--- config.mk ---
export PLATFORM = sky130hd
export DESIGN_NAME = endpoint_set_table
export DESIGN_NICKNAME = d
export VERILOG_FILES = /design/src/design/est_pkg.sv /design/src/design/est_cell.sv /design/src/design/endpoint_set_table.sv
export VERILOG_INCLUDE_DIRS = /design/src /design/src/design
export SDC_FILE = /design/constraint.sdc
export NUM_CORES = 2
export LEC_CHECK = 0
export ABC_AREA = 1
export BUFFER_PORTS_ARGS = -buffer_cell sky130_fd_sc_hd__buf_2
export CAP_MARGIN = 30
export CORE_ASPECT_RATIO = 1.1
export CORE_MARGIN = 8
export CORE_UTILIZATION = 45
export CTS_BUF_LIST = sky130_fd_sc_hd__clkbuf_2 sky130_fd_sc_hd__clkbuf_4 sky130_fd_sc_hd__clkbuf_8
export CTS_CLUSTER_DIAMETER = 80
export CTS_CLUSTER_SIZE = 30
export DETAILED_ROUTE_END_ITERATION = 10
export HOLD_SLACK_MARGIN = 0.02
export PLACE_DENSITY = 0.58
export SYNTH_ARGS = -nofsm -noshare
export SYNTH_HDL_FRONTEND = slang
export SYNTH_SLANG_ARGS = --single-unit
export TNS_END_PERCENT = 100
--- constraint.sdc ---
create_clock -name clk_i -period 18.4 [get_ports clk_i]
set_input_delay 3.68 -clock clk_i [delete_from_list [all_inputs] [get_ports clk_i]]
set_output_delay 3.68 -clock clk_i [all_outputs]
set_load 0.03 [all_outputs]
--- src/design/endpoint_set_table_assert.svh ---
// Assertion macros shared by the endpoint set table.
`ifndef ENDPOINT_SET_TABLE_ASSERT_SVH
`define ENDPOINT_SET_TABLE_ASSERT_SVH

// A condition that must hold at every clock edge out of reset.
`define EST_ASSERT_ALWAYS(lbl, cond) \
  lbl: assert property (@(posedge clk_i) disable iff (!rst_ni) (cond)) \
    else $error("endpoint set table: invariant violated");

// A trigger that must be followed by a consequence on the next edge.
`define EST_ASSERT_NEXT(lbl, trig, cons) \
  lbl: assert property (@(posedge clk_i) disable iff (!rst_ni) (trig) |=> (cons)) \
    else $error("endpoint set table: sequence violated");

`endif

--- src/design/est_pkg.sv ---
`timescale 1ns / 1ps

package est_pkg;

  localparam int unsigned ENTRIES_DEFAULT = 16;
  localparam int unsigned COUNT_OUT_W = 5;

  localparam logic [1:0] OP_LOOKUP = 2'd0;
  localparam logic [1:0] OP_INSERT = 2'd1;
  localparam logic [1:0] OP_DELETE = 2'd2;

  localparam logic [1:0] ST_DONE    = 2'd0;
  localparam logic [1:0] ST_PRESENT = 2'd1;
  localparam logic [1:0] ST_FULL    = 2'd2;
  localparam logic [1:0] ST_ABSENT  = 2'd3;

  typedef struct packed {
    logic [1:0]  op;
    logic [63:0] addr_high;
    logic [63:0] addr_low;
    logic [15:0] port_num;
  } req_t;

  typedef struct packed {
    logic                   found;
    logic [1:0]             status;
    logic [COUNT_OUT_W-1:0] entry_count;
  } rsp_t;

  typedef struct packed {
    logic [63:0] addr_high;
    logic [63:0] addr_low;
    logic [15:0] port_num;
  } key_t;

  // Token that walks the cell chain, one cell per cycle.
  typedef struct packed {
    logic active;
    logic apply;
    logic hit;
    logic placed;
  } token_t;

endpackage

--- src/design/est_cell.sv ---
`timescale 1ns / 1ps

module est_cell import est_pkg::*; #(
  parameter int unsigned CntW = 5
) (
  input  logic            clk_i,
  input  logic            rst_ni,
  input  logic [1:0]      op_i,
  input  key_t            key_i,
  input  token_t          tok_i,
  input  logic [CntW-1:0] cnt_i,
  output token_t          tok_o,
  output logic [CntW-1:0] cnt_o
);

  logic            valid_q, valid_d;
  key_t            key_q;
  logic            write_en;
  token_t          tok_d, tok_q;
  logic [CntW-1:0] cnt_d, cnt_q;
  logic            match;

  assign match = valid_q && (key_q == key_i);

  always_comb begin
    tok_d    = tok_i;
    valid_d  = valid_q;
    write_en = 1'b0;
    cnt_d    = cnt_i;
    if (tok_i.active && !tok_i.apply) begin
      tok_d.hit = tok_i.hit | match;
    end else if (tok_i.active) begin
      if (op_i == OP_DELETE && tok_i.hit && match) begin
        valid_d = 1'b0;
      end
      if (op_i == OP_INSERT && !tok_i.hit && !tok_i.placed && !valid_q) begin
        valid_d      = 1'b1;
        write_en     = 1'b1;
        tok_d.placed = 1'b1;
      end
      cnt_d = cnt_i + CntW'(valid_d);
    end
  end

  always_ff @(posedge clk_i or negedge rst_ni) begin
    if (!rst_ni) begin
      valid_q <= 1'b0;
      tok_q   <= '0;
    end else begin
      valid_q <= valid_d;
      tok_q   <= tok_d;
    end
  end

  always_ff @(posedge clk_i) begin
    cnt_q <= cnt_d;
    if (write_en) begin
      key_q <= key_i;
    end
  end

  assign tok_o = tok_q;
  assign cnt_o = cnt_q;

endmodule

--- src/design/endpoint_set_table.sv ---
`timescale 1ns / 1ps
// Endpoint set table: a bounded set of endpoints, each a 128-bit address and a 16-bit port.
// Command channel: an item (op, address, port) is accepted at a rising edge where start_i
// is high and busy_o is low. Op lookup reports presence, insert adds the key to the
// lowest free slot if it is absent, delete clears every matching entry.
// Result channel: result_valid_o is high for exactly one cycle with found, status and the
// entry count after the request. The receiver cannot stall; it must take the item then.
// Each entry lives in its own cell, and the cells form a chain. A token carrying the
// request flags moves one cell per cycle: a first pass gathers the match flag, a second
// pass applies the insert or delete and counts the valid entries.
// Busy time: busy_o stays high from acceptance until the result strobe, which follows
// the end of the apply pass; the next item can be taken at the edge that ends the result
// cycle, so a new item is taken only once the last one is through. The busy time is set
// by the two walks of the token along the cell chain.
// Reset clears every valid bit at once, so the table starts empty; the stored keys keep
// no reset value and are never compared while invalid.
`include "endpoint_set_table_assert.svh"

module endpoint_set_table import est_pkg::*; #(
  parameter int unsigned ENTRIES = ENTRIES_DEFAULT
) (
  input  logic clk_i,
  input  logic rst_ni,
  input  logic start_i,
  input  req_t req_i,
  output logic busy_o,
  output logic result_valid_o,
  output rsp_t result_o
);

  localparam int unsigned CntW = $clog2(ENTRIES + 1);

  typedef enum logic [1:0] {
    S_IDLE,
    S_SCAN,
    S_APPLY
  } state_e;

  state_e      state_q;
  logic        inj_q;
  logic        hit_q;
  logic [1:0]  op_q;
  key_t        key_q;
  logic        result_valid_q;
  rsp_t        result_q;

  token_t          tok [ENTRIES+1];
  logic [CntW-1:0] cnt [ENTRIES+1];
  logic [ENTRIES-1:0] tok_active;

  token_t tok_last;
  logic [CntW+COUNT_OUT_W-1:0] cnt_wide;
  logic [1:0] status_d;

  // The injected token starts every pass at the head of the chain.
  assign tok[0] = '{active: inj_q, apply: (state_q == S_APPLY), hit: hit_q, placed: 1'b0};
  assign cnt[0] = '0;

  for (genvar g = 0; g < ENTRIES; g++) begin : g_cell
    est_cell #(
      .CntW(CntW)
    ) u_cell (
      .clk_i (clk_i),
      .rst_ni(rst_ni),
      .op_i  (op_q),
      .key_i (key_q),
      .tok_i (tok[g]),
      .cnt_i (cnt[g]),
      .tok_o (tok[g+1]),
      .cnt_o (cnt[g+1])
    );
    assign tok_active[g] = tok[g+1].active;
  end

  assign tok_last = tok[ENTRIES];
  assign cnt_wide = {{COUNT_OUT_W{1'b0}}, cnt[ENTRIES]};

  // Status of the finished request, from the global hit and the placement flag.
  always_comb begin
    case (op_q)
      OP_INSERT: begin
        if (hit_q) begin
          status_d = ST_PRESENT;
        end else if (tok_last.placed) begin
          status_d = ST_DONE;
        end else begin
          status_d = ST_FULL;
        end
      end
      OP_DELETE: begin
        status_d = hit_q ? ST_DONE : ST_ABSENT;
      end
      default: begin
        status_d = ST_DONE;
      end
    endcase
  end

  always_ff @(posedge clk_i or negedge rst_ni) begin
    if (!rst_ni) begin
      state_q        <= S_IDLE;
      inj_q          <= 1'b0;
      hit_q          <= 1'b0;
      result_valid_q <= 1'b0;
    end else begin
      inj_q          <= 1'b0;
      result_valid_q <= 1'b0;
      case (state_q)
        S_IDLE: begin
          if (start_i) begin
            state_q <= S_SCAN;
            inj_q   <= 1'b1;
            hit_q   <= 1'b0;
          end
        end
        S_SCAN: begin
          if (tok_last.active) begin
            state_q <= S_APPLY;
            inj_q   <= 1'b1;
            hit_q   <= tok_last.hit;
          end
        end
        S_APPLY: begin
          if (tok_last.active) begin
            state_q        <= S_IDLE;
            result_valid_q <= 1'b1;
          end
        end
        default: begin
          state_q <= S_IDLE;
        end
      endcase
    end
  end

  // Request and result payload registers.
  always_ff @(posedge clk_i) begin
    if (state_q == S_IDLE && start_i) begin
      op_q            <= req_i.op;
      key_q.addr_high <= req_i.addr_high;
      key_q.addr_low  <= req_i.addr_low;
      key_q.port_num  <= req_i.port_num;
    end
    if (state_q == S_APPLY && tok_last.active) begin
      result_q.found       <= hit_q;
      result_q.status      <= status_d;
      result_q.entry_count <= cnt_wide[COUNT_OUT_W-1:0];
    end
  end

  assign busy_o         = (state_q != S_IDLE);
  assign result_valid_o = result_valid_q;
  assign result_o       = result_q;

  // Only one token may be in flight along the chain.
  `EST_ASSERT_ALWAYS(a_single_token, $onehot0(tok_active))
  // The end of the apply pass always yields a result strobe.
  `EST_ASSERT_NEXT(a_apply_gives_result, tok_last.active && tok_last.apply, result_valid_o)
  // A result is shown only once the block is free again.
  `EST_ASSERT_ALWAYS(a_result_not_busy, !result_valid_o || !busy_o)
  // A key that was present can be neither dropped for lack of room nor absent.
  `EST_ASSERT_ALWAYS(a_found_status,
      !(result_valid_o && result_o.found &&
        (result_o.status == ST_FULL || result_o.status == ST_ABSENT)))

endmodule

### Word level (Yosys, flattened, before mapping)

Cells that the tools add are included.

* register bits after elaboration: 2622
* bits of input ports: 149
* output and inout bits: 10
* logic and storage cells: 640

* add/subtract/negate cells: 15
* equal/unequal tests: 23
* mux-type cells: 216
* bitwise operators: 33
* reduce and logical (&&, ||, !) cells: 198

Operators with widths (count)
* $eq A144 B144 Y1: 16
* $mux W1: 176
* $mux W5: 30
* $logic_and A1 B1 Y1: 113
* $add A5 B1 Y5: 15
* $logic_not A1 Y1: 63
* $reduce_and A2 Y1: 16
* $not A1 Y1: 17
* $or A1 B1 Y1: 16
* $mux W2: 6
* $pmux W2 S3: 1
* $reduce_and A3 Y1: 2
* $eq A2 B1 Y1 const B: 2
* $eq A2 B2 Y1 const B: 2
* $ne A2 B1 Y1 const B: 2
* $pmux W1 S2: 2
* $pmux W2 S2: 1
* $reduce_bool A2 Y1: 2
* $logic_not A2 Y1: 1
* $ne A2 B2 Y1 const B: 1
* $reduce_or A2 Y1: 1

### Logic depth before layout (Yosys ltp)

* depth after elaboration: 10
* mapped depth: 19
* gate-level depth less buffers: 17

### By module

From an unflattened synthesis, not the netlist that was laid out.

* cells, all modules: 12581
* area total of the unflattened synthesis: 120638.2 um^2

By module, submodules not included
* est_cell (g_cell[10].u_cell ...): times used 8, cells an instance 806, area an instance 7330.8 um^2, sequential area each 4549.4 um^2
* est_cell (g_cell[3].u_cell ...): times used 4, cells an instance 735, area an instance 7105.6 um^2, sequential area each 4549.4 um^2
* est_cell (g_cell[8].u_cell ...): times used 2, cells an instance 734, area an instance 7118.1 um^2, sequential area each 4549.4 um^2
* est_cell (g_cell[0].u_cell): times used 1, cells an instance 801, area an instance 7319.5 um^2, sequential area each 4549.4 um^2
* est_cell (g_cell[7].u_cell): times used 1, cells an instance 736, area an instance 7119.3 um^2, sequential area each 4549.4 um^2
* endpoint_set_table: times used 1, cells an instance 188, area an instance 4894.7 um^2, sequential area each 4749.6 um^2

### Least setup slack after synthesis

Ideal clock, no wire load.

* path kind: register to register
* start point: register op_q[1]
* end point: register g_cell[12].u_cell.tok_q, in the netlist g_cell[12].u_cell.tok_o[0]
* setup time: 103 ps
* data arrival time: 7922 ps
* data required time: 18297 ps
* path slack: 10374 ps
* stages on the path, launching flop included: 9
* buffers on the path: 1
* clock period less this slack: 8026 ps
* cell sequence: edfxtp_1 > inv_1 > ha_1 > clkinv_1 > clkbuf_1 > nor3_1 > nand2_1 > nor2_1 > or2_2

RTL lines
* from (decl): RTL line endpoint_set_table.sv:42 `logic [1:0] op_q;`
* from (signal assigned): RTL line endpoint_set_table.sv:139 `op_q <= req_i.op;`
* to (signal assigned): RTL line est_cell.sv:51 `tok_q <= tok_d;`
* to (decl): RTL line est_cell.sv:19 `token_t tok_d, tok_q;`

### Worst setup path in the final report

* start point: register state_q[0]
* end point: output busy_o

* word-level cells in the longest chain between the ends: 1

RTL lines
* from (decl): RTL line endpoint_set_table.sv:39 `state_e state_q;`
* from (signal assigned): RTL line endpoint_set_table.sv:101 `state_q <= S_IDLE;`
* from (signal assigned): RTL line endpoint_set_table.sv:111 `state_q <= S_SCAN;`
* from (signal assigned): RTL line endpoint_set_table.sv:118 `state_q <= S_APPLY;`
* $reduce_bool A2 Y1: RTL line endpoint_set_table.sv:151 `assign busy_o = (state_q != S_IDLE);`
* to (decl): RTL line endpoint_set_table.sv:26 `output logic busy_o,`

No other way between the ends.

==> flow_summary_export.csv <==
group,metric,value,unit
setup_path,worstSetupStartpoint,"state_q[0]",
die,io_pins,159,
pwr,leakage,47.79,nW
routing,wl_met3,64400,um
sta,max_freq,0.1803,GHz
setup_path,crit_type,"reg2out",
clock_network,cts.sinks,2612,
routing,routed_wl,523200,um
placed_design,postPlaceCellArea,121600,um^2
run_status,status,"complete, no violations",
synth,avgSynthCellArea,10.64,um^2
grt,antenna_found_initial,87,
routing,first_iter_violations,14480,
sta,setup_viol,0,
clock_network,htreeDepth,4,
setup_path,critPathSlowestCell,"dfrtp_1",
setup_path,required,14.72,ns
sta,rsz0062_at_grt,"no",
synth,ys_ff_latch,2612,
clock_network,cts-buffers-inserted,146,
grt,grtUsageTotal,0.3712,
setup_path,reg2reg_depth,18,
layout,fin_area,125100,um^2
die,initial_core_util,0.4507,
synth,synth_ff_type,"edfxtp_1",
pwr,power_density,81.04,nW/um^2
clock_network,cts_resized,0,
hold_path,hold_depth,0,
clock_network,postCtsSetupBuffers,0,
synth,synth_top_area_share,0.6405,
clock_network,clk_pin_slew,0.17,ns
routing,drt-vias-per-instance,5.829,
layout,final-seq-area,77310,um^2
synth,synth_edf_count,2458,
synth,yosysMostFrequentCell,"nand2_1",
layout,fill_cells,23370,
clock_network,ctsHoldBuffers,0,
layout,area_growth,8.583,%
synth,ys_seq_area_frac,0.6709,
sta,final-hold-violation-count,0,
hold_path,hp-class,"reg2reg",
setup_path,worst-path-max-fanout,5,
setup_path,cp_slowest_stage_delay,0.45,ns
grt,grt_pass1_wl,684800,um
die,dieHeight,546.8,um
die,rows,195,
die,core-area,255700,um^2
synth,ys.warnings.count,0,
setup_path,crit_end,"busy_o",
synth,async_flop_share,0.03216,
routing,wl_met2,222300,um
setup_path,r2r_setup_slack,13.72,ns
sta,relSlewSlack,0.1721,
sta,skew,0.08512,ns
routing,wl_met1,189400,um
clock_network,insertion_delay,1.08,ns
routing,wire_per_inst,35.64,um
die,die_w,498.5,um
synth,synth_cells,10830,
layout,fin_nets,11370,
setup_path,crit_chain,"nor2_1 > inv_1 > buf_2",
synth,synth.largest_area_cell,"edfxtp_1",
setup_path,start_kind,"register",
routing,via_count,85550,
sta,timing.final.crit_share,0.3014,
synth,netlist_area,115200,um^2
synth,synthTopCellsByArea,"edfxtp_1 (64%), nand2_1 (11%), xnor2_1 (4.4%)",
setup_path,cp.depth,3,
setup_path,crit_path_end_kind,"output pin",
clock_network,cts_root_buf,"clkbuf_8",
setup_path,r2r_end,"g_cell[13].u_cell.cnt_o[1]",
grt,grt_pass1_vias,78000,
synth,syn_nets,11010,
grt,grt_max_degree,146,
placed_design,dp_hpwl,365100,um
clock_network,clock_path_buffers,4,
synth,synth_cell_type_count,42,
setup_path,crit_buf_inv,2,
hold_path,hold_start,"g_cell[3].u_cell.tok_o[3]",
routing,antenna_left,0,
synth,synth_common_cells,"nand2_1 (3427), edfxtp_1 (2458), nor2_1 (1189), inv_1 (1035), o21ai_0 (583)",
sta,fin_crit,5.547,ns
layout,multi_input_area,31980,um^2
clock_network,cts_tree,"built",
sta,holdWs,0.4175,ns
setup_path,cp.arrival,1.87,ns
sta,tns,0,ns
grt,gr-total-overflow,0,
sta,slew_violations,0,
sta,tightest_slew,1.242,ns
routing,dr.max_layer_used,"met5",
placed_design,gp_congestion,1.063,
layout,drive_gt1_frac,0.09072,
routing,drcViolationCount,0,
placed_design,io_buffers,158,
flow_run,drv_cap,0,
routing,first_pass_iters,6,
pwr,power,0.01014,W
pwr,ir_drop,0.1179,mV
setup_path,path_delay_family,"flip-flops",
die,die_area,272600,um^2
setup_path,rr_startpoint,"key_q[58]",
==> worst min-delay path by stage <==
stage	end
after global placement	g_cell[6].u_cell.tok_o[3]
final	g_cell[4].u_cell.tok_o[3]
after detailed placement	g_cell[6].u_cell.tok_o[3]
after CTS	g_cell[4].u_cell.tok_o[3]
after floorplan	g_cell[1].u_cell.tok_o[3]
after global routing	g_cell[1].u_cell.tok_o[3]
==> report_power, final <==
group / leakage [nW] / internal [W] / switching, W
clock network: 1.66 / 0.000999 / 0.00212
logic: 22.3 / 0.000114 / 0.000437
registers: 23.8 / 0.00646 / 0.00000795
total: 47.8 / 0.00758 / 0.00256
==> sequential cells by signal, indices dropped and copies added (netlist names) <==
register / flops
hit_q: 1
key_q: 144
g_cell.u_cell.tok_o: 63
g_cell.u_cell.cnt_o: 70
g_cell.u_cell.valid_q: 16
inj_q: 1
op_q: 2
state_q: 2
g_cell.u_cell.key_q: 2304
result_valid_o: 1
result_o: 8
==> worst register-to-register path, stage by stage, from the launching register on <==
cell and delay, ns:
edfxtp_1 0.37, buf_4 0.66, inv_1 0.17, buf_4 0.33, nand2_1 0.46, nand2_1 0.11, nor2_1 0.11, nand2_1 0.26
nor2_1 0.18, nand2_1 0.24, nor2_1 0.18, nand2_1 0.22, nor2_2 0.44, nand3_1 0.15, o21a_1 0.14, ha_1 0.19
ha_1 0.27, nand2_1 0.07, nand2_1 0.05
==> through the flow <==
stage          std cells  setup WS [ns]  utilization
2_1_floorplan      10830          10.37            -
3_3_place_gp       14360          12.16       0.4747
3_5_place_dp       14380          12.15       0.4756
4_1_cts            14630          12.78       0.4885
5_1_grt            14640          12.77       0.4890
6_report           14680          12.85       0.4894
==> metal layers <==
metal  GRT usage  vias to the layer above
li1            -                    36110
met1      0.4765                    42210
met2      0.5538                     5944
met3     0.09364                     1262
met4      0.2561                       34
met5           0                        -
==> logic make-up (layout without fill, tap and decap cells) <==
logic type               count (synthesis)  after routing  share of synthesized area
AO/OA/AOI/OAI                          786            786                    0.03592
XOR/XNOR                               758            758                    0.05761
adder cells (fa/ha/maj)                 31             31                   0.003366
buffers and inverters                 1455           1910                    0.05277
flip-flops                            2612           2612                     0.6709
other                                    0             42                          0
AND/OR/NAND/NOR                       5190           5190                     0.1795
==> final cells by class <==
cell class / instances / share of cell area
antenna: 42 / 0.0008399
multi-input combinational: 6765 / 0.2555
clock buffer: 154 / 0.01669
sequential: 2612 / 0.6178
tap: 3349 / 0.03348
inverter: 1111 / 0.03340
timing repair buffer: 549 / 0.03247
clock inverter: 96 / 0.009768
==> placed cells by master, fill, tap and decap left out, types with 8 or more instances in the layout <==
cell          n
o221ai_1      8
or2_2       110
dfxtp_1      70
nor3_1       30
nor2_1     1173
inv_8        14
o21ai_0     581
diode_2      42
inv_2        77
xnor2_1     582
nor2_2       16
inv_6        13
nor2_4       16
clkinv_1     15
buf_2       158
bufinv_16     9
clkbuf_8    149
nand2_1    3427
dfrtp_1      84
clkinv_2      9
clkinv_4     11
edfxtp_1   2458
buf_12       15
inv_12       10
nand4_1     218
xor2_1      176
nand3b_1     13
clkinv_8     15
inv_1      1023
o21ai_1      74
nand3_1     177
ha_1         31
buf_4       362
o22ai_1      99
Power figures use the tool's default switching activity.
